**config.mk**
```make
export PLATFORM = sky130hd
export DESIGN_NAME = lrst_mul
export DESIGN_NICKNAME = d
export VERILOG_FILES = /design/src/rtl/core/lrst_mul.sv
export SDC_FILE = /design/constraint.sdc
export NUM_CORES = 1
export LEC_CHECK = 0
export ABC_AREA = 1
export CAP_MARGIN = 20
export CORE_AREA = 8 8 117 119
export DETAILED_ROUTE_END_ITERATION = 8
export DIE_AREA = 0 0 125 127
export DONT_BUFFER_PORTS = 1
export GPL_TIMING_DRIVEN = 0
export PLACE_DENSITY = 0.71
export SKIP_CTS_REPAIR_TIMING = 1
export SLEW_MARGIN = 20
export SYNTH_ARGS = -nofsm -noshare
export SYNTH_HDL_FRONTEND = slang
export SYNTH_SLANG_ARGS = --single-unit
```
**constraint.sdc**
```tcl
create_clock -name clock -period 2.7 [get_ports clock]
set_clock_uncertainty 0.2 [all_clocks]
set_input_delay 0.27 -clock clock [delete_from_list [all_inputs] [get_ports clock]]
set_output_delay 0.27 -clock clock [all_outputs]
set_load 0.01 [all_outputs]
```
**src/rtl/core/lrst_mul.sv**
```systemverilog
// Bit-serial shift-and-add multiplier, one multiplier bit per cycle.
// Uses no package items.
module lrst_mul #(
   parameter int W = 32
) (
   input  logic           clock,
   input  logic           reset,
   input  logic           start,
   input  logic [W-1:0]   op_a,
   input  logic [W-1:0]   op_b,
   output logic           done,
   output logic [2*W-1:0] product
);
   localparam int CW = $clog2(W + 1);

   logic [W-1:0]   a_ff;
   logic [2*W-1:0] p_ff;
   logic [CW-1:0]  cnt_ff;
   logic           busy_ff;
   logic           done_ff;
   logic [W:0]     sum;

   assign sum = {1'b0, p_ff[2*W-1:W]} + (p_ff[0] ? {1'b0, a_ff} : {(W+1){1'b0}});

   always_ff @(posedge clock) begin
      if (reset) begin
         busy_ff <= 1'b0;
         done_ff <= 1'b0;
         cnt_ff  <= '0;
      end else begin
         done_ff <= 1'b0;
         if (start) begin
            busy_ff <= 1'b1;
            cnt_ff  <= '0;
         end else if (busy_ff) begin
            cnt_ff <= cnt_ff + 1'b1;
            if (cnt_ff == CW'(W - 1)) begin
               busy_ff <= 1'b0;
               done_ff <= 1'b1;
            end
         end
      end
   end

   always_ff @(posedge clock) begin
      if (start) begin
         a_ff <= op_a;
         p_ff <= {{W{1'b0}}, op_b};
      end else if (busy_ff) begin
         p_ff <= {sum, p_ff[W-1:1]};
      end
   end

   assign done    = done_ff;
   assign product = p_ff;
endmodule

```
==> flow_summary.json, run 1 <==
{
  "ys_types": 33,
  "rsz0062_at_grt": "yes",
  "hold_depth": 1,
  "rows": 40,
  "yosysTopAreaCell": "edfxtp_1",
  "path_buf_inv": 4,
  "fin_crit_sh": 0.981,
  "cp.required_ns": 2.75,
  "cts_tree": "done",
  "cts_buffer_depth": 2,
  "crit_type": "flop to flop",
  "start_util": 0.541,
  "port_buffers": 0,
  "ys_warn_count": 0,
  "p_leak_nw": 4.11,
  "vias": 5880,
  "antenna_found_initial": 0,
  "hold_slack_ns": 0.0531,
  "grt_pass1_vias": 5150,
  "track_usage": 0.203,
  "cts_buffers": 9,
  "synth_edf_count": 64,
  "die_area_sq_um": 15900,
  "crit_chain": "buf_6, nand2_2, inv_2, ha_4, fa_2, buf_6, nand2_1, nand3_2, nand2_2, nand2_4, buf_4, xnor2_1, o21ai_1",
  "outcome": "complete, no violations",
  "r2r_cells": 13,
  "yosysMostFrequentCell": "nand2_1",
  "path_depth": 13,
  "maxCapViolations": 0,
  "clockRootBuffer": "clkbuf_16",
  "drt-initial-drc-count": 281,
  "placed_area_sq_um": 6580,
  "diodes": 0,
  "place_hpwl_microns": 12400,
  "fmax_mhz": 378,
  "ios": 132,
  "htreeDepth": 3,
  "postRouteAntennaNets": 0,
  "synth-seq-cells": 104,
  "drt_pass1_iterations": 6,
  "startpoint_type": "flop",
  "gp_congestion": 0.923,
  "postRouteWirelength_microns": 18000,
  "drc_errors": 0,
  "seq_area_sq_um": 2720,
  "n_fill_cell": 943,
  "crit_path_end_kind": "flop",
  "syn2layout_area_growth_pct": 27.8,
  "ys_top_cells_by_count": "nand2_1 (369), inv_1 (160), nor2_1 (77)",
  "design_area_sq_um": 8170,
  "crit_arrival_ns": 2.69,
  "die_x_microns": 125,
  "clkTransAtPathRegs_ns": 0.08,
  "drv_slew": 0,
  "grt_overflow": 0,
  "worst_pin_slew_ns": 0.716,
  "drive_above_1_share": 0.153,
  "fin_tns_setup_ns": 0,
  "grt_pass1_wl_microns": 25500,
  "max_slew_margin": 0.521,
  "syn_inst": 910,
  "netlist_top_cells_area": "edfxtp_1 (30%), nand2_1 (22%), dfxtp_1 (13%)",
  "slowest_stage": "edfxtp_1",
  "vias_per_cell": 5.12,
  "ir_worst_vdd_mv": 0.454,
  "clock_latency_ns": 0.36,
  "critPathTopFamily": "flip-flops",
  "wire_per_inst_microns": 15.7,
  "synth_area_sq_um": 6390,
  "cts.sinks": 104,
  "syn_area_per_cell_sq_um": 7.03,
  "synth_fp_nets": 1011,
  "multiInputGateArea_sq_um": 3520,
  "worstPathMaxFanout": 6,
  "core_sq_um": 11800,
  "min-delay-path-class": "input pin to flop",
  "final_nets": 1097,
  "finalHoldViolCount": 0,
  "final-setup-viol-count": 0,
  "slowest_delay_ns": 0.60,
  "layout_min_cycle_time_ns": 2.65,
  "p_per_area_nw_per_um2": 511,
  "synth_top_flop_cell": "edfxtp_1",
  "ys_seq_area_frac": 0.426,
  "async_reset_ff_frac": 0,
  "grt_max_degree": 35,
  "dieHeight_microns": 127,
  "yosysTopAreaCellShare": 0.301
}
-- metrics by stage --
step / util / power (W) / std cells / worst slack [ns]
floorplan: - / 0.00248 / 910 / 0.204
global placement: 0.557 / 0.00264 / 1057 / -0.378
detailed placement: 0.557 / 0.00265 / 1057 / -0.416
CTS: 0.582 / 0.00396 / 1073 / -0.454
global route: 0.692 / 0.00437 / 1148 / -0.0831
finish: 0.692 / 0.00418 / 1148 / 0.0520
-- layout by cell type (no fill, tap or decap), types with 7 or more instances in the layout --
master and count:
a21oi_1 23, buf_4 8, clkbuf_16 9, dfxtp_1 40
dlygate4sd3_1 65, edfxtp_1 64, ha_1 14, ha_4 15
inv_1 153, inv_2 8, nand2_1 337, nand2_2 33
nand2_4 7, nand3_1 29, nand3_2 11, nor2_1 62
nor2_2 15, nor3_1 7, o21ai_0 14, xnor2_1 9
-- registers in the layout, indices dropped and copies added, names as in the netlist --
name     cells
a_ff        32
cnt_ff       6
done         1
busy_ff      1
product     64
-- cell type report --
type	count	share of cell area
inverter	161	0.0740
clock buffer	9	0.0276
multi-input combinational	628	0.431
tap	147	0.0225
buffer	17	0.0118
sequential	104	0.333
timing repair buffer	75	0.0917
clock inverter	7	0.00842
-- final timing paths --
kind	to	slack (ns)	startpoint
setup / recovery	product[45]$_SDFFE_PP0P_	0.05	product[0]$_DFFE_PP_
hold / removal	a_ff[18]$_DFFE_PP_	0.05	start
setup reg to reg	product[45]$_SDFFE_PP0P_	0.05	product[0]$_DFFE_PP_
hold reg to reg	cnt_ff[1]$_SDFFE_PP0P_	0.28	cnt_ff[1]$_SDFFE_PP0P_
-- routing by layer --
layer  global-route usage  wire length, microns  vias to the layer above  part of all wire
met1                0.246                  7460                     2666              0.41
met5                    0                     0                        -                 0
met4               0.0602                   266                        0             0.015
li1                     -                     -                     2983                 -
met3               0.0786                  1520                       26             0.085
met2                0.328                  8740                      205              0.49
-- logic make-up (layout without fill, tap and decap cells) --
kind of cell	after synthesis	after routing	share of synthesized area
xor gates and xnor gates	10	10	0.0137
DFF	104	104	0.426
AOI/OAI and AO/OA	59	59	0.0515
buffers and inverters	178	269	0.106
adders and majority gates	34	34	0.0677
and+or+nand+nor	525	525	0.335
-- power by group --
part | switching, W | internal [W]
combinational | 0.000505 | 0.000369
clock | 0.000663 | 0.000650
sequential | 0.000155 | 0.00184
total | 0.00132 | 0.00286
(Power assumes the default switching activity.)
==> run 2, diff against run 1 <==
MAX_ROUTING_LAYER = met4   (was not set)
REMOVE_ABC_BUFFERS = 1   (was not set)
==> run 2 against run 1 <==
Critical path depth is 2 higher. Sequential power about the same. Maximum frequency rose by 1.3%. Sequential share of layout area is 2.7 points higher. Final cell count fell by 2.0%. Power is 3.4% lower. Critical path type unchanged. Largest cell class unchanged. Highest routed layer unchanged.
==> flow_summary.json, run 2 (synthesis results as in run 1) <==
{
  "die_x_microns": 125,
  "ir_worst_vdd_mv": 0.442,
  "htreeDepth": 3,
  "startpoint_type": "flop",
  "clockRootBuffer": "clkbuf_16",
  "track_usage": 0.201,
  "fin_tns_setup_ns": 0,
  "cts_buffers": 9,
  "place_hpwl_microns": 11700,
  "slowest_stage": "edfxtp_1",
  "worstPathMaxFanout": 18,
  "drt-initial-drc-count": 398,
  "layout_min_cycle_time_ns": 2.61,
  "diodes": 0,
  "layoutNonFillerInstCount": 1125,
  "setup_ws_ns": 0.0851,
  "crit_path_end_kind": "flop",
  "antenna_found_initial": 0,
  "post-place-ws_ns": -0.462,
  "maxCapViolations": 0,
  "final_cell_mix": "nand2_1 (366), inv_1 (158), nor2_1 (74)",
  "min-delay-path-class": "input pin to flop",
  "syn2layout_area_growth_pct": 18.2,
  "worst_pin_slew_ns": 0.779,
  "p_per_area_nw_per_um2": 534,
  "rows": 40,
  "p_int_w": 0.00283,
  "largest_reg_flops": 64,
  "final-setup-viol-count": 0,
  "start_util": 0.541,
  "swShare": 0.300,
  "vias_per_cell": 5.00,
  "drt_pass1_iterations": 5,
  "clkTransAtPathRegs_ns": 0.08,
  "ios": 132,
  "grt_overflow": 0,
  "placedCellCount": 1041,
  "crit_type": "flop to flop",
  "p_clk_frac": 0.328,
  "cts.sinks": 104,
  "drive_above_1_share": 0.0573,
  "p_seq_frac": 0.493,
  "clock_latency_ns": 0.36,
  "vias": 5620,
  "p_switching_w": 0.00121,
  "grt_max_degree": 80,
  "final_common_cell": "nand2_1",
  "rsz0062_at_grt": "yes",
  "p_comb_frac": 0.179,
  "crit_chain": "clkbuf_16, nand2_1, inv_1, ha_2, fa_2, nand3_1, nand3_2, nand2_1, nand3_1, nand2_2, nand3_1, nand2_1, nand3_1, nand2_1, inv_1",
  "port_buffers": 0,
  "hold_slack_ns": 0.0154,
  "grt_pass1_vias": 5124,
  "core_sq_um": 11800,
  "drv_slew": 0,
  "postRouteWirelength_microns": 16500,
  "critPathTopFamily": "simple AND/OR/NAND/NOR gates",
  "final_nets": 1074,
  "slowest_delay_ns": 0.43,
  "p_leak_nw": 3.98,
  "max_slew_margin": 0.481,
  "die_area_sq_um": 15900,
  "outcome": "complete, no violations",
  "cts_tree": "done",
  "finalHoldViolCount": 0,
  "postRouteAntennaNets": 0,
  "gp_congestion": 0.936,
  "cts_buffer_depth": 2,
  "fin_crit_sh": 0.968,
  "crit_arrival_ns": 2.67,
  "wire_per_inst_microns": 14.6,
  "fmax_mhz": 382,
  "dieHeight_microns": 127,
  "drc_errors": 0,
  "cp.required_ns": 2.76,
  "path_buf_inv": 3,
  "grt_pass1_wl_microns": 24800
}
run 2: cell count changes in the layout (fill, tap and decap cells not counted), sizes merged:
cell and change:
inv -1, buf -19, clkinvlp -1, clkbuf -2
run 2: metrics by stage:
stage               area (sq um)  power (W)   util
floorplan                   6320    0.00246      -
global placement            6500    0.00262  0.551
detailed placement          6540    0.00264  0.553
CTS                         6830    0.00397  0.579
global route                7560    0.00424  0.640
finish                      7560    0.00404  0.640
run 2: final cells by class:
type / instances / area, sq um
inverters: 161 / 604
multi-input cells: 628 / 3030
clock buffers: 11 / 254
fillers: 1021 / 4250
well taps: 147 / 184
repair buffers: 69 / 718
flip-flops and latches: 104 / 2720
clock inverters: 5 / 45.0
run 2: metal layers:
layer,vias to the layer above,track usage,share of wire
met5,-,-,0
met4,0,0.0580,0.017
met3,22,0.0745,0.088
met2,189,0.304,0.45
met1,2469,0.246,0.45
li1,2940,-,-
run 2: path summary, 6_finish.rpt:
| check | depth (start not counted) | slack, ns | endpoint | start |
|---|---|---|---|---|
| max | 15 | 0.09 | product[55]$_SDFFE_PP0P_ | product[0]$_DFFE_PP_ |
| min | 3 | 0.02 | product[44]$_SDFFE_PP0P_ | start |
| max reg2reg | 15 | 0.09 | product[55]$_SDFFE_PP0P_ | product[0]$_DFFE_PP_ |
| min reg2reg | 2 | 0.30 | cnt_ff[1]$_SDFFE_PP0P_ | cnt_ff[1]$_SDFFE_PP0P_ |
run 2: tightest hold or removal path: cells and delay by family:
kind	cells	cell delay, ns
AND/OR/NAND/NOR	2	0.20
AO/OA/AOI/OAI	1	0.05
run 2: power groups by stage:
stage	logic, W	registers [W]	clock network, W
finish	0.000722	0.00199	0.00132
global route	0.000823	0.00201	0.00141
CTS	0.000605	0.00200	0.00136
detailed placement	0.000604	0.00204	0
global placement	0.000579	0.00205	0
floorplan	0.000469	0.00199	0
==> run 3, diff against run 2 <==
CORE_AREA = 8 8 136 138   (was 8 8 117 119)
DIE_AREA = 0 0 144 146   (was 0 0 125 127)
PLACE_DENSITY = 0.55   (was 0.71)
==> run 3 against run 2 <==
The run now ends with negative hold slack left. Utilization down 14 points. Final cell count up 10%. Sequential power about the same. Via count up 2.5%. Wire length up 9.8%. Highest routed layer unchanged.
==> flow_summary.json, run 3 (synthesis results as in run 1) <==
{
  "vias_per_cell": 4.63,
  "post-place-ws_ns": -0.232,
  "postRouteWirelength_microns": 18100,
  "final_cell_mix": "nand2_1 (364), inv_1 (158), dlygate4sd3_1 (106)",
  "r2r_cells": 16,
  "crit_arrival_ns": 2.67,
  "grt_pass1_wl_microns": 26500,
  "violations": "negative hold slack",
  "gp_congestion": 0.855,
  "final_common_cell": "nand2_1",
  "design_area_sq_um": 8160,
  "cp_common_cell": "nand2_1",
  "grt_use_met2": 0.244,
  "crit_type": "flop to flop",
  "fin_crit_sh": 0.972,
  "critPathTopFamily": "simple AND/OR/NAND/NOR gates",
  "grt.busiest_layer": "met2",
  "clock_latency_ns": 0.36,
  "min_to": "a_ff[6]$_DFFE_PP_",
  "cts_tree": "done",
  "worst_pin_slew_ns": 0.757,
  "rrSetupSlack_ns": 0.07,
  "postRouteAntennaNets": 0,
  "die_area_sq_um": 21000,
  "layout_min_cycle_time_ns": 2.63,
  "hold_slack_ns": -0.148,
  "final_nets": 1119,
  "rsz0062_at_grt": "yes",
  "syn2layout_area_growth_pct": 27.6,
  "cp.required_ns": 2.75,
  "core_sq_um": 16300,
  "ir_worst_vdd_mv": 0.342,
  "ios": 132,
  "startpoint_type": "flop",
  "hold_depth": 0,
  "met1_usage": 0.207,
  "place_hpwl_microns": 12700,
  "grt_overflow": 0,
  "power_w": 0.00409,
  "final-setup-viol-count": 0,
  "placedCellCount": 1116,
  "maxCapViolations": 0,
  "htreeDepth": 3,
  "grt_pass1_vias": 5127,
  "placed_area_sq_um": 6670,
  "path_buf_inv": 4,
  "slowest_delay_ns": 0.42,
  "fin_tns_setup_ns": 0,
  "fmax_mhz": 381,
  "cts_buffers": 9,
  "max_slew_margin": 0.495,
  "r2r-end": "product[55]$_SDFFE_PP0P_",
  "finalHoldViolCount": 34,
  "grt_max_degree": 80,
  "outcome": "complete, but fails checks",
  "die_x_microns": 144,
  "drc_errors": 0,
  "layoutNonFillerInstCount": 1243,
  "cts.sinks": 104,
  "crit_chain": "buf_12, buf_16, nand2_1, inv_1, ha_4, fa_2, nand3_1, nand3_2, nand2_1, nand3_2, nand2_2, nand3_1, nand2_1, nand3_2, nand2_1, inv_1",
  "p_per_area_nw_per_um2": 502,
  "diodes": 0,
  "hold_start": "start",
  "min-delay-path-class": "input pin to flop",
  "drt-initial-drc-count": 302,
  "cts_buffer_depth": 2,
  "crit_path_end_kind": "flop",
  "port_buffers": 0,
  "r2r_start": "product[0]$_DFFE_PP_",
  "slowest_stage": "edfxtp_1",
  "gr-usage-met3": 0.0653,
  "largest_reg_flops": 64,
  "drive_above_1_share": 0.0714,
  "dieHeight_microns": 146,
  "vias": 5758,
  "drt_pass1_iterations": 4,
  "n_fill_cell": 1599,
  "setup_ws_ns": 0.0743,
  "clockRootBuffer": "clkbuf_16",
  "wire_per_inst_microns": 14.5,
  "track_usage": 0.166,
  "worstPathMaxFanout": 17,
  "rows": 47,
  "p_leak_nw": 4.16,
  "clkTransAtPathRegs_ns": 0.08,
  "start_util": 0.393,
  "drv_slew": 0,
  "antenna_found_initial": 0
}
[run 3: changes by cell type in the layout (fill, tap and decap cells not counted), sizes merged]
cell / before / now
clkbuf: 12 / 10
buf: 3 / 8
inv: 164 / 165
dlygate4sd3: 65 / 106
[run 3: final cells by class]
type	instances	area [sq um]	area share
Clock buffer	10	239	0.0293
Timing Repair Buffer	114	1170	0.144
Clock inverter	6	50.0	0.00614
Inverter	161	604	0.0741
Sequential cell	104	2720	0.334
Tap cell	220	275	0.0338
Multi-Input combinational cell	628	3090	0.379
[run 3: worst reg2reg max path, cell delays in order (launching register included)]
cell      delay (ns)
edfxtp_1        0.42
buf_12          0.15
buf_16          0.15
nand2_1         0.07
inv_1           0.06
ha_4            0.18
fa_2            0.40
nand3_1         0.11
nand3_2         0.11
nand2_1         0.09
nand3_2         0.09
nand2_2         0.11
nand3_1         0.11
nand2_1         0.09
nand3_2         0.09
nand2_1         0.07
inv_1           0.03
[run 3: metal layers]
| metal | vias to the layer above | part of all wire |
|---|---|---|
| li1 | 3026 | - |
| met2 | 162 | 0.45 |
| met1 | 2557 | 0.45 |
| met5 | - | 0 |
| met3 | 13 | 0.086 |
| met4 | 0 | 0.013 |
[run 3: where the power goes]
part           internal (W)  switching, W  leakage (nW)
combinational      0.000353      0.000442          3.05
sequential          0.00184      0.000151         0.970
clock              0.000667      0.000643         0.142
total               0.00286       0.00124          4.16
[run 3: per-stage QoR]
stage	util	hold WS, ns
finish	0.501	-0.148
CTS	0.427	-0.214
global placement	0.405	0.169
detailed placement	0.409	0.169
floorplan	-	0.169
global route	0.501	-0.186
[run 3: worst max path at each step]
| stage | from | slack [ns] | to | depth (start not counted) |
|---|---|---|---|---|
| detailed placement | product[0]$_DFFE_PP_ | -0.23 | product[55]$_SDFFE_PP0P_ | 16 |
| finish | product[0]$_DFFE_PP_ | 0.07 | product[55]$_SDFFE_PP0P_ | 16 |
| global route | product[0]$_DFFE_PP_ | -0.0008 | product[53]$_SDFFE_PP0P_ | 17 |
| floorplan | busy_ff$_SDFF_PP0_ | 0.07 | product[0]$_DFFE_PP_ | 2 |
| global placement | busy_ff$_SDFF_PP0_ | -1.17 | product[10]$_DFFE_PP_ | 2 |
| CTS | product[0]$_DFFE_PP_ | -0.26 | product[55]$_SDFFE_PP0P_ | 16 |
