==> src/rtl/core/lrst_div.sv <==
// Bit-serial restoring divider, one quotient bit per cycle.
// Uses no package items.
module lrst_div #(
   parameter int DW = 56,
   parameter int VW = 32
) (
   input  logic          clock,
   input  logic          reset,
   input  logic          start,
   input  logic [DW-1:0] dividend,
   input  logic [VW-1:0] divisor,
   output logic          done,
   output logic [DW-1:0] quotient
);
   localparam int CW = $clog2(DW + 1);

   logic [DW-1:0] q_ff;
   logic [VW-1:0] r_ff;
   logic [VW-1:0] d_ff;
   logic [CW-1:0] cnt_ff;
   logic          busy_ff;
   logic          done_ff;
   logic [VW:0]   r_sh;
   logic [VW:0]   r_sub;
   logic          ge;

   assign r_sh  = {r_ff, q_ff[DW-1]};
   assign ge    = r_sh >= {1'b0, d_ff};
   assign r_sub = r_sh - {1'b0, d_ff};

   always_ff @(posedge clock) begin
      if (reset) begin
         busy_ff <= 1'b0;
         done_ff <= 1'b0;
         cnt_ff  <= '0;
      end else begin
         done_ff <= 1'b0;
         if (start) begin
            busy_ff <= 1'b1;
            cnt_ff  <= '0;
         end else if (busy_ff) begin
            cnt_ff <= cnt_ff + 1'b1;
            if (cnt_ff == CW'(DW - 1)) begin
               busy_ff <= 1'b0;
               done_ff <= 1'b1;
            end
         end
      end
   end

   always_ff @(posedge clock) begin
      if (start) begin
         q_ff <= dividend;
         r_ff <= '0;
         d_ff <= divisor;
      end else if (busy_ff) begin
         q_ff <= {q_ff[DW-2:0], ge};
         r_ff <= ge ? r_sub[VW-1:0] : r_sh[VW-1:0];
      end
   end

   assign done     = done_ff;
   assign quotient = q_ff;
endmodule

==> config.mk <==
export PLATFORM = sky130hd
export DESIGN_NAME = lrst_div
export DESIGN_NICKNAME = d
export VERILOG_FILES = /design/src/rtl/core/lrst_div.sv
export SDC_FILE = /design/constraint.sdc
export NUM_CORES = 1
export LEC_CHECK = 0
export ABC_AREA = 1
export ABC_CLOCK_PERIOD_IN_PS = 3400
export BUFFER_PORTS_ARGS = -buffer_cell sky130_fd_sc_hd__buf_4
export CAP_MARGIN = 40
export CORE_MARGIN = 3
export CORE_UTILIZATION = 50
export CTS_BUF_LIST = sky130_fd_sc_hd__clkbuf_8
export DETAILED_ROUTE_END_ITERATION = 16
export PLACE_DENSITY_LB_ADDON = 0.15
export SETUP_SLACK_MARGIN = 0.05
export SLEW_MARGIN = 20
export SYNTH_ARGS = -nofsm -noshare
export SYNTH_HDL_FRONTEND = slang
export SYNTH_SLANG_ARGS = --single-unit
==> constraint.sdc <==
create_clock -name clock -period 3.4 [get_ports clock]
set_input_delay 0.17 -clock clock [delete_from_list [all_inputs] [get_ports clock]]
set_output_delay 0.17 -clock clock [all_outputs]
set_load 0.05 [all_outputs]
==> results.json, run 1 <==
{
  "num_antenna_cells": 0,
  "placementRows": 45,
  "worst_pin_slew_ps": 715.3,
  "fill_cells": 1292,
  "worstPathCellList": "inv_1 > ha_1 > nand2_1 > inv_1 > nand2_2 > inv_1 > a21oi_1 > nand2_1 > nor2_4 > nand2_4 > nand2_1 > nand3_1 > nand2_1",
  "rr_startpoint": "d_ff[30]",
  "hold_start": "dividend[25]",
  "die_w_um": 131.4,
  "syn_avg_cell_area_um2": 7.225,
  "fmax_ghz": 0.4021,
  "port_buffers": 147,
  "crit_fanout": 32,
  "yosysSeqAreaShare_pct": 43.77,
  "via_count": 7447,
  "place_inst": 1428,
  "slowest_delay_ps": 400,
  "clockRootBuffer": "clkbuf_8",
  "stdcell_count": 1545,
  "yosysWarnings": 0,
  "fin_util_pct": 68.36,
  "ff_latch_area_um2": 3443,
  "fin_skew_ps": 17.30,
  "slew_viol_final": 0,
  "cts_sinks": 128,
  "drt-pass1-iter-count": 5,
  "synth.cell_area_um2": 7868,
  "layout_common_cells": "nand2_1, inv_1, buf_4",
  "hold_viol": 0,
  "synth_area_leaders": "edfxtp_1, nand2_1, dfxtp_1",
  "vias_per_cell": 4.820,
  "tns_ps": 0,
  "finalSetupViolations": 0,
  "nets": 1446,
  "rr_worst_depth": 13,
  "core_area_um2": 15310,
  "cp_data_required_time_ps": 3790,
  "routabilityCongestion": 1.038,
  "status": "complete, no violations",
  "period_needed_ps": 2487,
  "clkLatencyLatePin_ps": 450,
  "rsz0062_at_grt": "false",
  "die_area_um2": 17280,
  "dp_hpwl_mm": 14.76,
  "ys_ff_latch": 128,
  "fp.dieH_um": 131.4,
  "wirelength_mm": 21.41,
  "slowest_stage": "nor2_4",
  "cts_made_buffers": 17,
  "post-route-drc-count": 0,
  "antenna_found_initial": 0,
  "grtUsageTotal_pct": 25.14,
  "drtIter0Drc": 452,
  "cp-start-kind": "flip-flop",
  "holdPathEnd": "quotient[25]",
  "holdPathStages": 3,
  "multi_input_area_um2": 3605,
  "reg2reg_slack_ps": 910,
  "cp_common_cell": "nand2_1",
  "worstPathArrival_ps": 2880,
  "initial_core_util_pct": 51.37,
  "relSlewSlack_pct": 52.26,
  "avgRoutedWirePerCell_um": 13.86,
  "gr-total-overflow": 0,
  "cts_max_level": 4,
  "p_leak_uw": 0.005457,
  "period_share_pct": 73.14,
  "endpoint_kind": "flip-flop",
  "powerDensity_nw_per_um2": 402.8,
  "grt_pass1_wl_mm": 35.45,
  "clockBufferDepth": 2,
  "yosysTopAreaCell": "edfxtp_1",
  "layout-drive-gt1-share_pct": 16.19,
  "boundaryPins": 148,
  "grt_pass1_vias": 7381,
  "cts_resized": 0,
  "reg2reg_to": "r_ff[23]",
  "synthToLayoutAreaGrowth_pct": 33.06,
  "crit_type": "flip-flop to flip-flop",
  "ir_drop_mv": 0.3609,
  "synth_nets": 1214,
  "min_path_type": "input port to flip-flop",
  "yosysUniqueCellTypes": 37,
  "grt_max_degree": 67,
  "synth_top_area_share_pct": 33.59,
  "ant_nets": 0,
  "clk_pin_slew_ps": 80,
  "final_common_cell": "nand2_1",
  "cts_tree": "done",
  "syn_inst": 1089,
  "maxCapViolCount": 0
}
cell type report:
cell class                 count  share of cell area [%]
sequential                   128                   32.89
clock buffer                  17                   2.235
inverter                     181                   6.490
tap                          211                   2.522
clock inverter                15                   2.068
multi-input combinational    753                   34.43
timing repair buffer         240                   19.36
metrics by stage:
stage          hold slack, ps  worst slack [ps]  area, um2  total power [uW]
6_report                33.45             913.3      10470              4217
5_1_grt                 7.993             590.4      10470              4389
4_1_cts                 4.015             910.2      10470              4226
3_5_place_dp            349.3             926.7       9168              2640
3_3_place_gp            349.0             935.9       9168              2637
2_1_floorplan           268.9             661.8       7868              2363
sequential cells by signal, summed over array words and instances (netlist names):
name,cells
done,1
r_ff,32
d_ff,32
quotient,56
busy_ff,1
cnt_ff,6
synth_stat cells (all sizes together):
library cell / count
edfxtp: 88
nor3: 9
o21ai: 13
xnor2: 13
nand2: 487
a31oi: 2
nor4: 1
nand3b: 16
nand3: 81
xor2: 1
dfxtp: 40
and2: 4
clkbuf: 12
nor2: 48
o211ai: 1
o21a: 3
nand4: 8
ha: 33
o21bai: 4
and3: 2
buf: 15
fa: 1
inv: 178
clkinv: 3
a21oi: 26
worst max-delay path, delay by kind of cell, from the launching register on:
| kind | cells | cell delay [ps] |
|---|---|---|
| adders and majority gates | 1 | 280 |
| buffers and inverters | 3 | 200 |
| and+or+nand+nor | 8 | 1430 |
| DFF | 1 | 390 |
| AOI/OAI and AO/OA | 1 | 150 |
per-layer routing:
metal / global-route usage, % / vias to the layer above / share of wire (%)
met2: 42.01 / 235 / 47
met4: 7.818 / 0 / 2.6
met1: 31.80 / 3324 / 44
li1: - / 3851 / -
met3: 6.930 / 37 / 6.6
met5: 0 / - / 0
logic make-up after synthesis:
logic type,count (synthesis),share of synthesized area (%)
XOR/XNOR,14,1.559
flip-flops,128,43.77
AND/OR/NAND/NOR,656,35.27
adder cells (fa/ha/maj),34,5.503
buffers and inverters,208,10.45
AO/OA/AOI/OAI,49,3.451
report_power, final:
part	total, uW	internal [uW]	switching (uW)
sequential	1850	1790	57.3
combinational	852	315	537
clock	1520	869	648
total	4220	2970	1240
worst max-delay path by stage:
stage,to,startpoint,slack (ps)
3_5_place_dp,r_ff[22],d_ff[8],930
6_report,r_ff[23],d_ff[30],910
4_1_cts,r_ff[23],d_ff[3],910
2_1_floorplan,quotient[0],busy_ff,660
5_1_grt,r_ff[23],d_ff[2],590
3_3_place_gp,r_ff[25],d_ff[9],940
repair_timing:
action	in CTS	in global routing
hold buffers	85	0
setup buffers	0	0
endpoints found under the hold margin	85	0
Note: power is estimated with default switching activity, not from simulation.
==> run 2, diff against run 1 <==
--- a/config.mk
+++ b/config.mk
@@ -6,7 +6,7 @@
 export NUM_CORES = 1
 export LEC_CHECK = 0
 export ABC_AREA = 1
-export ABC_CLOCK_PERIOD_IN_PS = 3400
+export ABC_CLOCK_PERIOD_IN_PS = 2140
 export BUFFER_PORTS_ARGS = -buffer_cell sky130_fd_sc_hd__buf_4
 export CAP_MARGIN = 40
 export CORE_MARGIN = 3
==> constraint.sdc (replaced) <==
create_clock -name clock -period 2.14 [get_ports clock]
set_input_delay 0.107 -clock clock [delete_from_list [all_inputs] [get_ports clock]]
set_output_delay 0.107 -clock clock [all_outputs]
set_load 0.05 [all_outputs]
==> results.json, run 2 (synthesized netlist as in run 1, its figures left out) <==
{
  "power_uw": 6409,
  "via_count": 7762,
  "busiest_layer": "met2",
  "rsz0062_at_grt": "true",
  "core_area_um2": 15310,
  "crit_type": "flip-flop to flip-flop",
  "p_leak_uw": 0.005733,
  "antenna_found_initial": 0,
  "powerDensity_nw_per_um2": 556.0,
  "finalSetupViolations": 0,
  "drtIter0Drc": 538,
  "vias_per_cell": 4.900,
  "hold_viol": 0,
  "cts_sinks": 128,
  "min_path_type": "input port to flip-flop",
  "place_area_um2": 9398,
  "initial_core_util_pct": 51.37,
  "clockRootBuffer": "clkbuf_8",
  "grtUsageTotal_pct": 26.31,
  "fp.dieH_um": 131.4,
  "grt_max_degree": 58,
  "stdcell_count": 1584,
  "period_share_pct": 96.09,
  "ant_nets": 0,
  "nets": 1485,
  "crit_fanout": 14,
  "worstPathArrival_ps": 2380,
  "clockBufferDepth": 2,
  "die_area_um2": 17280,
  "use_met3_pct": 6.049,
  "fmax_ghz": 0.4863,
  "placementRows": 45,
  "cp_data_required_time_ps": 2470,
  "final_common_cell": "nand2_1",
  "power.switching_uw": 2055,
  "fill_cells": 1140,
  "cts_tree": "done",
  "endpoint_kind": "flip-flop",
  "port_buffers": 147,
  "layout-drive-gt1-share_pct": 26.73,
  "dp_hpwl_mm": 15.53,
  "clkLatencyLatePin_ps": 450,
  "place_inst": 1447,
  "worst_pin_slew_ps": 617.5,
  "boundaryPins": 148,
  "met2_usage_pct": 45.27,
  "fin_area_um2": 11530,
  "cts_made_buffers": 17,
  "ir_drop_mv": 0.5462,
  "maxCapViolCount": 0,
  "grt_pass1_wl_mm": 37.20,
  "grt_pass1_vias": 7650,
  "num_antenna_cells": 0,
  "p_clk_share_pct": 30.5,
  "combPwrFrac_pct": 23.7,
  "slew_viol_final": 0,
  "status": "complete, no violations",
  "grt_util_met1_pct": 33.40,
  "cp-start-kind": "flip-flop",
  "die_w_um": 131.4,
  "fin_skew_ps": 11.74,
  "relSlewSlack_pct": 58.83,
  "post-route-drc-count": 0,
  "cts_max_level": 4,
  "p_int_uw": 4354,
  "gr-total-overflow": 0,
  "switching_share_pct": 32.06,
  "ff_latch_area_um2": 3443,
  "largest_reg_flops": 56,
  "avgRoutedWirePerCell_um": 14.82,
  "clk_pin_slew_ps": 80,
  "layout_common_cells": "nand2_1, buf_4, inv_1",
  "multi_input_area_um2": 4288,
  "routabilityCongestion": 1.030,
  "synthToLayoutAreaGrowth_pct": 46.50,
  "wirelength_mm": 23.47,
  "drt-pass1-iter-count": 5,
  "period_needed_ps": 2056,
  "seqPwrFrac_pct": 45.8
}
[run 2: cell type report]
cell class / instances / area share, %
clock buffer: 17 / 2.030
clock inverter: 15 / 1.053
inverter: 181 / 5.894
multi-input combinational: 753 / 37.20
sequential: 128 / 29.87
tap: 211 / 2.290
timing repair buffer: 279 / 21.66
[run 2: power groups by stage]
stage	sequential [uW]	clock, uW	combinational, uW
floorplan	3350	0	406
global placement	2980	0	1230
detailed placement	2980	0	1240
CTS	2930	1980	1380
global route	2960	2100	1630
finish	2930	1950	1520
[run 2: repair_timing]
| item | CTS | global route |
|---|---|---|
| pin swaps | 0 | 36 |
| resized for setup | 7 | 141 |
| cloned | 0 | 3 |
| buffers inserted | 0 | 13 |
| hold buffers | 89 | 0 |
| endpoints found under the setup margin | 9 | 33 |
| endpoints found under the hold margin | 89 | 0 |
[run 2: worst max-delay path: stages (launching register included)]
cell and delay (ps):
edfxtp_1 350, inv_2 50, ha_4 300, nand2_4 70, nor2_4 120, inv_1 80
nor2_1 120, nand2_2 70, nor2_4 130, nor2_4 40, buf_12 130, nand2_8 90
buf_12 140, nand2_1 70, nand3_1 80, o21ai_1 80
[run 2: worst paths after layout]
kind,from,slack [ps],cells past startpoint,to
worst min-delay path,start,180,4,r_ff[1]
worst min register to register,r_ff[22],510,2,r_ff[22]
worst max-delay path,d_ff[4],80,15,r_ff[12]
worst max register to register,d_ff[4],80,15,r_ff[12]
[run 2: through the flow]
stage / hold WS, ps / util [%] / setup TNS, ps / setup WS, ps
2_1_floorplan: 205.9 / - / 0 / 38.34
3_3_place_gp: 285.4 / 61.36 / 0 / 35.57
3_5_place_dp: 286.6 / 61.36 / 0 / 51.34
4_1_cts: 149.1 / 69.90 / 0 / 52.47
5_1_grt: 198.7 / 75.26 / -37.36 / -31.62
6_report: 176.6 / 75.26 / 0 / 83.70
[run 2: metal layers]
metal / share of wire (%) / vias up
li1: - / 3934
met1: 42 / 3545
met2: 49 / 249
met3: 6.3 / 34
met4: 2.1 / 0
met5: 0 / -
==> run 3, diff against run 2 <==
--- a/config.mk
+++ b/config.mk
@@ -7,7 +7,7 @@
 export LEC_CHECK = 0
 export ABC_AREA = 1
 export ABC_CLOCK_PERIOD_IN_PS = 2140
-export BUFFER_PORTS_ARGS = -buffer_cell sky130_fd_sc_hd__buf_4
+export BUFFER_PORTS_ARGS = -buffer_cell sky130_fd_sc_hd__clkbuf_2
 export CAP_MARGIN = 40
 export CORE_MARGIN = 3
 export CORE_UTILIZATION = 50
==> results.json, run 3 (synthesized netlist as in run 1, its figures left out) <==
{
  "die_w_um": 131.4,
  "worst_pin_slew_ps": 593.5,
  "ant_nets": 0,
  "cp_data_required_time_ps": 2520,
  "via_count": 7923,
  "status": "complete, no violations",
  "endpoint_kind": "flip-flop",
  "num_antenna_cells": 0,
  "cts_tree": "done",
  "port_buffers": 147,
  "core_area_um2": 15310,
  "maxCapViolCount": 0,
  "power_uw": 6446,
  "worstPathArrival_ps": 2500,
  "stdcell_count": 1584,
  "antenna_found_initial": 0,
  "clk_pin_slew_ps": 80,
  "largest_reg_flops": 56,
  "reg2reg_to": "r_ff[8]",
  "cts_made_buffers": 17,
  "grt_pass1_vias": 7519,
  "gr-total-overflow": 0,
  "routabilityCongestion": 0.9464,
  "die_area_um2": 17280,
  "ff_latch_area_um2": 3443,
  "slew_viol_final": 0,
  "rr_startpoint": "d_ff[18]",
  "endpoint": "r_ff[8]",
  "dp_hpwl_mm": 14.96,
  "nets": 1485,
  "relSlewSlack_pct": 60.43,
  "finalSetupViolations": 0,
  "layout_setup_ws_ps": 27.09,
  "grt_max_degree": 57,
  "multi_input_area_um2": 4414,
  "period_share_pct": 98.73,
  "layout_common_cells": "nand2_1, inv_1, clkbuf_2",
  "rr_worst_depth": 17,
  "placementRows": 45,
  "crit_fanout": 7,
  "avgRoutedWirePerCell_um": 15.27,
  "cts_sinks": 128,
  "place_inst": 1441,
  "vias_per_cell": 5.002,
  "fmax_ghz": 0.4733,
  "drt-pass1-iter-count": 5,
  "cp-start-kind": "flip-flop",
  "clockRootBuffer": "clkbuf_8",
  "grtUsageTotal_pct": 25.74,
  "crit_type": "flip-flop to flip-flop",
  "hold_viol": 0,
  "synthToLayoutAreaGrowth_pct": 44.80,
  "dp_slack_ps": -35.62,
  "drtIter0Drc": 617,
  "ir_drop_mv": 0.6593,
  "fin_skew_ps": 17.13,
  "final_common_cell": "nand2_1",
  "min_path_type": "input port to flip-flop",
  "cts_max_level": 4,
  "post-route-drc-count": 0,
  "clkLatencyLatePin_ps": 460,
  "startpoint": "d_ff[18]",
  "fill_cells": 1148,
  "powerDensity_nw_per_um2": 565.9,
  "boundaryPins": 148,
  "grt_pass1_wl_mm": 36.42,
  "layout-drive-gt1-share_pct": 28.91,
  "period_needed_ps": 2113,
  "p_leak_uw": 0.005702,
  "rsz0062_at_grt": "true",
  "fp.dieH_um": 131.4,
  "fin_util_pct": 74.39,
  "initial_core_util_pct": 51.37,
  "tns_ps": 0,
  "wirelength_mm": 24.19,
  "clockBufferDepth": 2,
  "reg2reg_slack_ps": 30
}
[run 3: cell types whose count changed in the layout (fill, tap and decap cells not counted), moves of 5 or more]
cell       change
buf_4        -149
nand2_1       -18
nand3_1       -10
nand3_2        +7
clkbuf_2     +146
inv_2          -5
nand2_2       +15
clkbuf_16      +5
[run 3: routing by layer]
metal	GRT usage (%)	up-vias	part of all wire [%]
met2	43.84	291	49
met1	32.64	3621	40
met5	0	-	0
met4	8.051	0	3.6
li1	-	3940	-
met3	5.858	71	7.4
[run 3: through the flow]
stage,instance area [um2],hold WS (ps)
after detailed placement,9000,285.6
after global routing,11390,28.90
after CTS,10350,35.34
after floorplan,7894,205.9
final,11390,28.80
after global placement,9000,284.6
[run 3: power by group]
group / switching (uW) / internal (uW) / total [uW] / leakage [uW]
Clock: 1130 / 950 / 2080 / 0.000188
Sequential: 94.5 / 2840 / 2940 / 0.00121
Combinational: 932 / 492 / 1420 / 0.00430
Total: 2160 / 4290 / 6450 / 0.00570
[run 3: area by class of cell]
class / count / area share (%)
Timing Repair Buffer: 279 / 19.38
Tap cell: 211 / 2.317
Multi-Input combinational cell: 753 / 38.75
Inverter: 181 / 5.986
Sequential cell: 128 / 30.23
Clock buffer: 17 / 2.054
Clock inverter: 15 / 1.285
[run 3: worst max-delay path, stage by stage, from the launching register on]
cell and delay (ps):
edfxtp_1 380, inv_2 80, ha_4 210, nand2_2 80, nand2_1 70, nand2_2 80
nand2_2 60, nand2_1 60, nand2_1 70, nand2_1 80, nand2_2 60, nor2_4 190
buf_12 140, nand2_8 80, clkbuf_16 180, nand2_2 60, nand3_2 60, o21ai_1 80
[run 3: how the worst min path moves through the flow]
stage,from,endpoint,cells after the start
final,dividend[0],quotient[0],3
after CTS,dividend[0],quotient[0],3
after global placement,divisor[29],d_ff[29],1
after detailed placement,divisor[15],d_ff[15],1
after floorplan,divisor[0],d_ff[0],0
after global routing,dividend[0],quotient[0],3
[run 3: repair_timing]
action	CTS	global route
hold buffers	88	0
gates cloned	0	10
endpoints found under the hold margin	88	0
pin swaps	2	60
gates resized for setup	11	161
setup buffers	1	12
setup endpoints to repair	32	33
