===== src/rtl/core/lrst_sqrt.sv =====
// Digit-serial integer square root, two radicand bits per cycle.
// Uses no package items.
module lrst_sqrt #(
   parameter int W = 64
) (
   input  logic           clock,
   input  logic           reset,
   input  logic           start,
   input  logic [W-1:0]   radicand,
   output logic           done,
   output logic [W/2-1:0] root
);
   localparam int HW = W / 2;
   localparam int CW = $clog2(HW + 1);

   logic [W-1:0]  rad_ff;
   logic [HW:0]   rem_ff;
   logic [HW-1:0] root_ff;
   logic [CW-1:0] cnt_ff;
   logic          busy_ff;
   logic          done_ff;
   logic [HW+2:0] rem_sh;
   logic [HW+2:0] trial;
   logic [HW+2:0] rem_sub;
   logic          ge;

   assign rem_sh  = {rem_ff, rad_ff[W-1:W-2]};
   assign trial   = {1'b0, root_ff, 2'b01};
   assign ge      = rem_sh >= trial;
   assign rem_sub = rem_sh - trial;

   always_ff @(posedge clock) begin
      if (reset) begin
         busy_ff <= 1'b0;
         done_ff <= 1'b0;
         cnt_ff  <= '0;
      end else begin
         done_ff <= 1'b0;
         if (start) begin
            busy_ff <= 1'b1;
            cnt_ff  <= '0;
         end else if (busy_ff) begin
            cnt_ff <= cnt_ff + 1'b1;
            if (cnt_ff == CW'(HW - 1)) begin
               busy_ff <= 1'b0;
               done_ff <= 1'b1;
            end
         end
      end
   end

   always_ff @(posedge clock) begin
      if (start) begin
         rad_ff  <= radicand;
         rem_ff  <= '0;
         root_ff <= '0;
      end else if (busy_ff) begin
         rad_ff  <= {rad_ff[W-3:0], 2'b00};
         rem_ff  <= ge ? rem_sub[HW:0] : rem_sh[HW:0];
         root_ff <= {root_ff[HW-2:0], ge};
      end
   end

   assign done = done_ff;
   assign root = root_ff;
endmodule


===== config.mk =====
export PLATFORM = sky130hd
export DESIGN_NAME = lrst_sqrt
export DESIGN_NICKNAME = d
export VERILOG_FILES = /design/src/rtl/core/lrst_sqrt.sv
export SDC_FILE = /design/constraint.sdc
export NUM_CORES = 1
export LEC_CHECK = 0
export BUFFER_PORTS_ARGS = -buffer_cell sky130_fd_sc_hd__buf_2
export CELL_PAD_IN_SITES_DETAIL_PLACEMENT = 1
export CELL_PAD_IN_SITES_GLOBAL_PLACEMENT = 2
export CORE_AREA = 2 2 180 182
export DETAILED_ROUTE_END_ITERATION = 10
export DIE_AREA = 0 0 182 184
export MAX_ROUTING_LAYER = met4
export PLACE_DENSITY_LB_ADDON = 0.1
export SETUP_SLACK_MARGIN = 0.3
export SLEW_MARGIN = 25
export SYNTH_ARGS = -nofsm -noshare
export SYNTH_HDL_FRONTEND = slang
export SYNTH_SLANG_ARGS = --single-unit

===== constraint.sdc =====
create_clock -name clock -period 3.8 [get_ports clock]
set_clock_uncertainty 0.1 [all_clocks]
set_input_delay 0 -clock clock [delete_from_list [all_inputs] [get_ports clock]]
set_output_delay 0 -clock clock [all_outputs]
set_load 0.02 [all_outputs]

==> qor.yml, run 1 <==
status: "completed"
cpPeakStageDelay_ns: 0.51
hold_ws_ns: 0.155
synth_cells: 735
fin_ws_ns: 0.546
io_pins: 100
cp.buffers_inverters: 1
io_buffer_count: 99
wl_mm: 21.0
syn-cell-area_sq_um: 7470
drt_pass1_iterations: 4
dp_slack_ns: 0.191
path_cells: "inv_1 > ha_1 > nand2_2 > nor3_4 > nand3_1 > or4_1 > nor4_1 > or4_2 > a21o_4 > mux2i_1 > a2111oi_2"
synth_area_leaders: "edfxtp_1, dfxtp_1, mux2_2, ha_1, mux2i_1"
peakVddDrop_mv: 0.437
yosysMostFrequentCell: "nor2_1"
required_ns: 4.04
grt_pass1_wl_mm: 34.3
drv_cap: 0
worstSetupEndpointType: "flip-flop"
grtUsageTotal_pct: 13.4
path_max_fanout: 11
fin_area_sq_um: 9700
dieHeight_um: 184
drive_gt1_share_pct: 26.1
netlist-cell-type-count: 61
p_leak_nw: 3.84
routed.top_layer: "met4"
utilization_pct: 30.9
finalSetupViolCount: 0
grt_max_degree: 65
drv_slew: 0
ant_nets: 0
slew_headroom_pct: 43.1
antenna_found_initial: 0
drcViolationCount: 0
post_synth.cell_area_avg_sq_um: 10.2
synth.net_count: 837
rsz0062_at_grt: "yes"
path_class: "flip-flop to flip-flop"
synth_seq_cells: 137
synth_top_area_share_pct: 25.7
htreeDepth: 4
fmax_mhz: 307
synthFlopType: "dfxtp_1"
cp_slowest_cell: "or4_1"
dpl_cell_area_sq_um: 8410
clkSinkCount: 137
ys_warn_count: 0
hp-class: "primary input to flip-flop"
cts_tree: "done"
final_nets: 1004
worstMarginPinSlew_ns: 0.853
wl_met3_um: 668
die_area_sq_um: 33500
die_w_um: 182
hpwl_mm: 14.6
yosysSeqAreaShare_pct: 45.3
yosysTopAreaCell: "edfxtp_1"
clkTransAtPathRegs_ns: 0.07
wl_per_cell_um: 15.9
clock-root-buffer: "clkbuf_16"
num_antenna_cells: 0
initial_core_util_pct: 23.8
clk_latency_ns: 0.44
worst_path_dominant_cell_family: "simple AND/OR/NAND/NOR gates"
gp_congestion: 0.739
first_global_vias: 6382
cts_buffers: 17
row_count: 65
period_minus_slack_ns: 3.25
startpoint_type: "flip-flop"
syn2layout_area_growth_pct: 29.8
synth_edf_count: 64
wl_met2_mm: 9.90
grt_overflow: 0
vias_per_cell: 4.56
critPathArrivalTime_ns: 3.49
synth_commonest_cells: "nor2_1, dfxtp_1, nand2_1, edfxtp_1, mux2_2"
drt-met1-wl_mm: 10.2
initialDrtViolationCount: 209
power_density_nw_per_um2: 675
hold_viol: 0
finalSetupTns_ns: 0
clk_path_buf_depth: 2
vias: 5999
synthArstFlopShare_pct: 0
core_area_sq_um: 31400
finalCritPeriodShare_pct: 85.6
## final cells by class
class                           count  area [sq um]
Multi-Input combinational cell    525          3820
Timing Repair Buffer              181          1280
Fill cell                        3615         21700
Tap cell                          402           503
Sequential cell                   137          3390
Clock inverter                     15           130
Clock buffer                       17           425
Inverter                           40           150
## logic make-up after synthesis
family                     after synthesis  share of synthesized area, %
adders and majority gates               35                          5.86
muxes                                  100                          14.4
AOI/OAI and AO/OA                      136                          13.4
DFF                                    137                          45.3
buffers and inverters                   74                          4.08
and+or+nand+nor                        225                          13.6
xor gates and xnor gates                28                          3.28
## final timing paths
kind	from	end	slack (ns)	cells after the start
worst max register to register	root[27]$_SDFFE_PP0P_	rem_ff[28]$_SDFFE_PP0P_	0.55	11
worst min register to register	rem_ff[16]$_SDFFE_PP0P_	rem_ff[18]$_SDFFE_PP0P_	0.40	2
worst max-delay path	root[27]$_SDFFE_PP0P_	rem_ff[28]$_SDFFE_PP0P_	0.55	11
worst min-delay path	reset	busy_ff$_SDFF_PP0_	0.15	3
## layer usage
metal / track usage, % / vias up
met5: - / -
met4: 3.97 / 0
met3: 3.27 / 19
met2: 21.5 / 95
met1: 16.9 / 2891
li1: - / 2994
## state kept, by name, indices dropped and copies added (netlist names)
name,cells
cnt_ff,6
done,1
rad_ff,64
rem_ff,33
root,32
busy_ff,1
## per-stage QoR
stage,total power [mW],std cells
after global routing,7.10,1317
after detailed placement,4.74,1214
after global placement,4.73,1214
after CTS,6.57,1313
final,6.55,1317
after floorplan,3.99,735
## where the power goes
part	internal (mW)	switching, mW
Combinational	1.25	1.83
Clock	0.858	0.757
Sequential	1.74	0.118
Total	3.84	2.71
## placed cells by master, fill, tap and decap left out, types with 5 or more instances in the layout
master	Yosys	final
ha_1	35	34
a311oi_1	10	10
inv_6	0	6
a21oi_1	34	33
o21ai_0	21	20
xnor2_1	15	15
clkbuf_16	0	17
nor3_1	6	6
inv_1	40	39
nand2_1	71	71
mux2_2	62	62
and3_1	7	7
a31oi_1	6	6
a211oi_1	8	8
nand4_1	8	8
xor2_1	13	13
dfxtp_1	73	72
a311oi_2	13	13
nand3_1	13	13
o21ai_1	4	5
buf_2	1	98
dlygate4sd3_1	0	66
edfxtp_1	64	64
mux2i_1	37	37
nor2_1	87	85
a21o_1	9	9
nand2b_1	11	11
buf_4	0	17
## worst register-to-register path: cells and delay by family, from the launching register on
kind	cells	cell delay, ns
adders and majority gates	1	0.38
DFF	1	0.43
muxes	1	0.12
buffers and inverters	1	0.07
and+or+nand+nor	6	1.48
AOI/OAI and AO/OA	2	0.56
## timing repair
action | 4_1_cts | 5_1_grt
gates resized for setup | 1 | 7
hold buffers | 66 | 0
gates cloned | 1 | 0
setup buffers | 0 | 4
pin swaps | 0 | 1
hold endpoints to repair | 88 | 0
setup endpoints to repair | 17 | 32
No activity file was read; power rests on OpenSTA's default activity.
==> run 2: changes to the inputs <==
--- a/config.mk
+++ b/config.mk
@@ -5,10 +5,11 @@
 export SDC_FILE = /design/constraint.sdc
 export NUM_CORES = 1
 export LEC_CHECK = 0
-export BUFFER_PORTS_ARGS = -buffer_cell sky130_fd_sc_hd__buf_2
+export BUFFER_PORTS_ARGS = -buffer_cell sky130_fd_sc_hd__buf_4
 export CELL_PAD_IN_SITES_DETAIL_PLACEMENT = 1
 export CELL_PAD_IN_SITES_GLOBAL_PLACEMENT = 2
 export CORE_AREA = 2 2 180 182
+export CTS_CLUSTER_DIAMETER = 120
 export DETAILED_ROUTE_END_ITERATION = 10
 export DIE_AREA = 0 0 182 184
 export MAX_ROUTING_LAYER = met4
==> constraint.sdc (replaced) <==
create_clock -name clock -period 2.9 [get_ports clock]
set_clock_uncertainty 0.1 [all_clocks]
set_input_delay 0 -clock clock [delete_from_list [all_inputs] [get_ports clock]]
set_output_delay 0 -clock clock [all_outputs]
set_load 0.02 [all_outputs]
==> run 2 against run 1 <==
Cell count grew 6.9%; design area grew 19%; non-clock buffer count grew 91; total power grew 66%; worst hold slack gained 0.077 ns; utilization grew 5.7 points; sequential share of layout area shrank 4.8 points; critical path type unchanged.
==> qor.yml, run 2 (synthesis gave the netlist of run 1 again) <==
status: "completed"
wl_mm: 22.7
syn2layout_area_growth_pct: 53.9
num_antenna_cells: 0
path_class: "flip-flop to flip-flop"
drive_gt1_share_pct: 44.9
ant_nets: 0
path_max_fanout: 6
initialDrtViolationCount: 155
io_pins: 100
htreeDepth: 4
layout_common_cells: "buf_4, nor2_1, dlygate4sd3_1"
top_register: "rad_ff"
startpoint_type: "flip-flop"
r2r-start: "root[23]$_SDFFE_PP0P_"
core_area_sq_um: 31400
r2r_slack_ns: 0.10
cp_slowest_cell: "or4_4"
clk_latency_ns: 0.44
dieHeight_um: 184
largest_reg_flops: 64
holdPathEnd: "root[30]$_SDFFE_PP0P_"
drv_cap: 0
final.fill_count: 3471
initial_core_util_pct: 23.8
power_density_nw_per_um2: 947
critPathArrivalTime_ns: 3.00
placed_cells: 1283
hp-class: "primary input to flip-flop"
finalSetupViolCount: 0
power_mw: 10.9
grt_overflow: 0
slew_headroom_pct: 45.5
grt_pass1_wl_mm: 37.7
holdPathStages: 3
clock-root-buffer: "clkbuf_16"
hpwl_mm: 15.8
gp_congestion: 0.810
cpPeakStageDelay_ns: 0.44
final_common_cell: "buf_4"
drcViolationCount: 0
row_count: 65
crit_top_cell: "or4_4"
wl_per_cell_um: 16.1
min-delay-start: "start"
dpl_cell_area_sq_um: 9570
drv_slew: 0
required_ns: 3.10
die_area_sq_um: 33500
finalSetupTns_ns: 0
worstSetupEndpointType: "flip-flop"
path_cells: "inv_2 > ha_4 > nand3_4 > nor3_4 > nand3_2 > or4_4 > nor4_4 > or4_4 > a21o_4 > buf_4 > mux2i_2 > a211oi_1"
cts_tree: "done"
antenna_found_initial: 0
drt_pass1_iterations: 4
period_minus_slack_ns: 2.80
first_global_vias: 7306
finalCritPeriodShare_pct: 96.5
utilization_pct: 36.6
dp_slack_ns: -0.203
cts_buffers: 17
io_buffer_count: 99
fmax_mhz: 357
worst_path_dominant_cell_family: "simple AND/OR/NAND/NOR gates"
vias_per_cell: 4.56
r2r_cells: 12
hold_ws_ns: 0.232
grtUsageTotal_pct: 14.7
fin_cells: 1408
worstMarginPinSlew_ns: 0.818
r2r_end: "rem_ff[17]$_SDFFE_PP0P_"
fin_ws_ns: 0.101
hold_viol: 0
clkSinkCount: 137
peakVddDrop_mv: 0.562
p_leak_nw: 4.54
die_w_um: 182
rsz0062_at_grt: "yes"
fin_area_sq_um: 11500
clk_path_buf_depth: 2
final_nets: 1095
vias: 6424
clkTransAtPathRegs_ns: 0.06
cp.buffers_inverters: 2
grt_max_degree: 65
-- run 2: cell types whose count changed in the layout (fill, tap and decap cells not counted), sizes merged --
cell	previous run	this run
dlygate4sd3	66	67
clkbuf	17	23
buf	115	205
clkinv	2	4
inv	49	40
bufinv	0	1
-- run 2: worst max-delay path by stage --
stage                                         end  slack (ns)  cells past startpoint                   from
after CTS                  rem_ff[2]$_SDFFE_PP0P_        0.05                     12  root[24]$_SDFFE_PP0P_
after global placement     rem_ff[2]$_SDFFE_PP0P_       -0.12                     12  root[23]$_SDFFE_PP0P_
after detailed placement   rem_ff[2]$_SDFFE_PP0P_       -0.20                     12  root[24]$_SDFFE_PP0P_
final                     rem_ff[17]$_SDFFE_PP0P_        0.10                     12  root[23]$_SDFFE_PP0P_
after floorplan           rem_ff[21]$_SDFFE_PP0P_        0.16                     12  root[30]$_SDFFE_PP0P_
after global routing       rem_ff[2]$_SDFFE_PP0P_       -0.04                     12  root[23]$_SDFFE_PP0P_
-- run 2: metal layers --
metal | vias to the layer above | GRT usage [%] | wire (um) | part of all wire (%)
met4 | 0 | 4.74 | 354 | 1.6
met2 | 94 | 26.2 | 11600 | 51
li1 | 3178 | - | - | -
met5 | - | - | 0 | 0
met3 | 24 | 3.09 | 677 | 3.0
met1 | 3128 | 16.5 | 10000 | 44
-- run 2: final cells by class --
cell class | instances | area (sq um) | area share (%)
repair buffers | 272 | 2320 | 20.2
inverters | 40 | 154 | 1.34
flip-flops and latches | 137 | 3460 | 30.1
clock buffers | 23 | 510 | 4.44
clock inverters | 9 | 83.8 | 0.729
multi-input cells | 525 | 4460 | 38.8
well taps | 402 | 503 | 4.37
-- run 2: timing repair --
action                                  in CTS  in global routing
endpoints found under the setup margin      34                 34
resized for setup                           60                 34
endpoints found under the hold margin       75                  0
setup buffers                               16                  8
hold buffers                                67                  0
pin swaps                                   35                 22
cloned                                       2                  0
-- run 2: where the power goes --
part / internal, mW / switching, mW / total (mW)
Clock: 1.32 / 0.883 / 2.21
Sequential: 2.27 / 0.183 / 2.45
Combinational: 3.12 / 3.11 / 6.23
-- run 2: worst register-to-register path, delay by kind of cell (launching register included) --
family | cells | cell delay [ns]
multiplexers | 1 | 0.21
adder cells (fa/ha/maj) | 1 | 0.28
buffers and inverters | 2 | 0.18
AO/OA/AOI/OAI | 2 | 0.28
AND/OR/NAND/NOR | 6 | 1.27
flip-flops | 1 | 0.35
==> run 3: changes to the inputs <==
--- a/config.mk
+++ b/config.mk
@@ -5,13 +5,14 @@
 export SDC_FILE = /design/constraint.sdc
 export NUM_CORES = 1
 export LEC_CHECK = 0
+export ABC_AREA = 1
 export BUFFER_PORTS_ARGS = -buffer_cell sky130_fd_sc_hd__buf_4
 export CELL_PAD_IN_SITES_DETAIL_PLACEMENT = 1
 export CELL_PAD_IN_SITES_GLOBAL_PLACEMENT = 2
-export CORE_AREA = 2 2 180 182
+export CORE_AREA = 2 2 187 189
 export CTS_CLUSTER_DIAMETER = 120
 export DETAILED_ROUTE_END_ITERATION = 10
-export DIE_AREA = 0 0 182 184
+export DIE_AREA = 0 0 189 191
 export MAX_ROUTING_LAYER = met4
 export PLACE_DENSITY_LB_ADDON = 0.1
 export SETUP_SLACK_MARGIN = 0.3
==> run 3 against run 2 <==
Flip-flop and latch count unchanged; worst hold slack lost 0.20 ns; cell count up 30%; die area up 7.8%; sequential power shrank 2%; combinational power about the same; critical path depth rose by 3; critical endpoint is now rem_ff[25]$_SDFFE_PP0P_; largest cell class unchanged.
==> qor.yml, run 3 <==
grtUsageTotal_pct: 16.7
synth_seq_cells: 137
finalSetupTns_ns: 0
die_area_sq_um: 36100
synth_edf_count: 64
wl_per_cell_um: 15.4
worstMarginPinSlew_ns: 0.760
die_w_um: 189
post_synth.cell_area_avg_sq_um: 6.85
synth_top_area_share_pct: 25.7
io_buffer_count: 99
cts_buffers: 17
fmax_mhz: 410
path_class: "flip-flop to flip-flop"
drcViolationCount: 0
synth_commonest_cells: "nand2_1, inv_1, nand3_1, dfxtp_1, edfxtp_1"
cts_tree: "done"
multi_input_area_sq_um: 4170
hold_viol: 0
io_pins: 100
regArea_sq_um: 3380
power_density_nw_per_um2: 987
synth_cells: 1182
peakVddDrop_mv: 0.663
drive_gt1_share_pct: 14.8
final.fill_count: 4209
drt_pass1_iterations: 4
num_antenna_cells: 0
drv_slew: 0
vias: 7817
clkTransAtPathRegs_ns: 0.07
clock-root-buffer: "clkbuf_16"
hpwl_mm: 20.8
drv_cap: 0
finalCritPeriodShare_pct: 84.0
netlist-cell-type-count: 34
core_area_sq_um: 34100
wl_mm: 28.1
layout_common_cells: "nand2_1, inv_1, buf_4"
ant_nets: 0
antenna_found_initial: 0
htreeDepth: 4
synth.net_count: 1284
finalSetupViolCount: 0
first_global_vias: 8446
grt_pass1_wl_mm: 45.5
largest_reg_flops: 64
clkSinkCount: 137
synthArstFlopShare_pct: 0
status: "completed"
yosysTopAreaCell: "nand2_1"
dieHeight_um: 191
worstSetupEndpointType: "flip-flop"
synth_area_leaders: "nand2_1, edfxtp_1, dfxtp_1, inv_1, ha_1"
clk_path_buf_depth: 2
top_register: "rad_ff"
clk_latency_ns: 0.44
required_ns: 3.14
grt_max_degree: 66
yosysSeqAreaShare_pct: 41.8
path_max_fanout: 21
hp-class: "primary input to flip-flop"
synthFlopType: "dfxtp_1"
power_mw: 10.8
ys_warn_count: 0
period_minus_slack_ns: 2.44
initial_core_util_pct: 23.7
p_leak_nw: 5.47
grt_overflow: 0
vias_per_cell: 4.28
final_common_cell: "nand2_1"
syn2layout_area_growth_pct: 35.3
hold_ws_ns: 0.0301
gp_congestion: 0.802
yosysMostFrequentCell: "nand2_1"
critPathArrivalTime_ns: 2.67
rsz0062_at_grt: "yes"
final_nets: 1462
row_count: 68
initialDrtViolationCount: 256
startpoint_type: "flip-flop"
slew_headroom_pct: 49.3
syn-cell-area_sq_um: 8100
run 3: cell types whose count changed in the layout (fill, tap and decap cells not counted), moves of 14 or more:
cell	change
dfxtp_2	-18
nand2_1	+496
xnor2_1	-14
dfxtp_4	-15
a311oi_2	-20
nand3_1	+66
ha_4	-14
o22ai_1	+30
dfxtp_1	+33
buf_4	-76
mux2i_1	-35
nor2_1	-29
inv_1	+126
mux2_2	-62
run 3: through the flow:
stage | utilization [%] | std cells | instance area [sq um] | setup slack (ns)
after global routing | 32.1 | 1828 | 10900 | 0.289
after CTS | 31.4 | 1822 | 10700 | 0.300
after detailed placement | 27.5 | 1719 | 9400 | 0.0357
after global placement | 27.5 | 1719 | 9400 | 0.0485
final | 32.1 | 1828 | 10900 | 0.463
after floorplan | - | 1182 | 8100 | 0.670
run 3: cells by family after synthesis:
family	count (synthesis)	share of synthesized area [%]
buffers and inverters	192	9.40
DFF	137	41.8
xor gates and xnor gates	15	1.62
and+or+nand+nor	732	36.8
AOI/OAI and AO/OA	71	5.02
adders and majority gates	35	5.41
run 3: metal layers:
layer	track usage [%]	vias to the layer above	part of all wire [%]	routed length, um
li1	-	4064	-	-
met4	4.15	0	1.3	359
met5	-	-	0	0
met1	20.2	3640	47	13200
met3	3.36	19	2.8	797
met2	28.5	94	49	13700
run 3: power breakdown:
group / leakage [nW] / total [mW] / switching, mW / internal [mW]
clock network: 0.286 / 2.18 / 0.940 / 1.24
registers: 1.25 / 2.39 / 0.134 / 2.26
logic: 3.94 / 6.24 / 4.08 / 2.16
run 3: what timing repair did:
item	in CTS	in global routing
pin swaps	1	6
endpoints found under the hold margin	72	0
buffers inserted	4	5
resized for setup	7	37
endpoints found under the setup margin	30	34
cloned	1	1
hold buffers	66	0
run 3: final timing paths:
path	startpoint	to	slack (ns)	depth (start not counted)
max	root[12]$_SDFFE_PP0P_	rem_ff[25]$_SDFFE_PP0P_	0.46	15
min	start	root[30]$_SDFFE_PP0P_	0.03	4
max reg2reg	root[12]$_SDFFE_PP0P_	rem_ff[25]$_SDFFE_PP0P_	0.46	15
min reg2reg	rem_ff[31]$_SDFFE_PP0P_	rem_ff[31]$_SDFFE_PP0P_	0.36	2
run 3: final cells by class:
type | instances | share of cell area [%]
inverter | 159 | 5.47
multi-input combinational | 855 | 38.1
clock inverter | 12 | 1.05
timing repair buffer | 190 | 15.1
tap | 455 | 5.20
sequential | 137 | 30.9
clock buffer | 20 | 4.17
run 3: worst max-delay path: stages (launching register included):
cell,delay (ns)
dfxtp_1,0.33
inv_1,0.07
ha_1,0.36
nand2_2,0.15
inv_1,0.05
nand2_1,0.09
nand2_1,0.12
a21oi_4,0.22
nand3_4,0.14
nand2_8,0.17
buf_12,0.18
nand3_1,0.10
nand2_1,0.07
inv_1,0.04
nand2_1,0.07
nand2_1,0.05
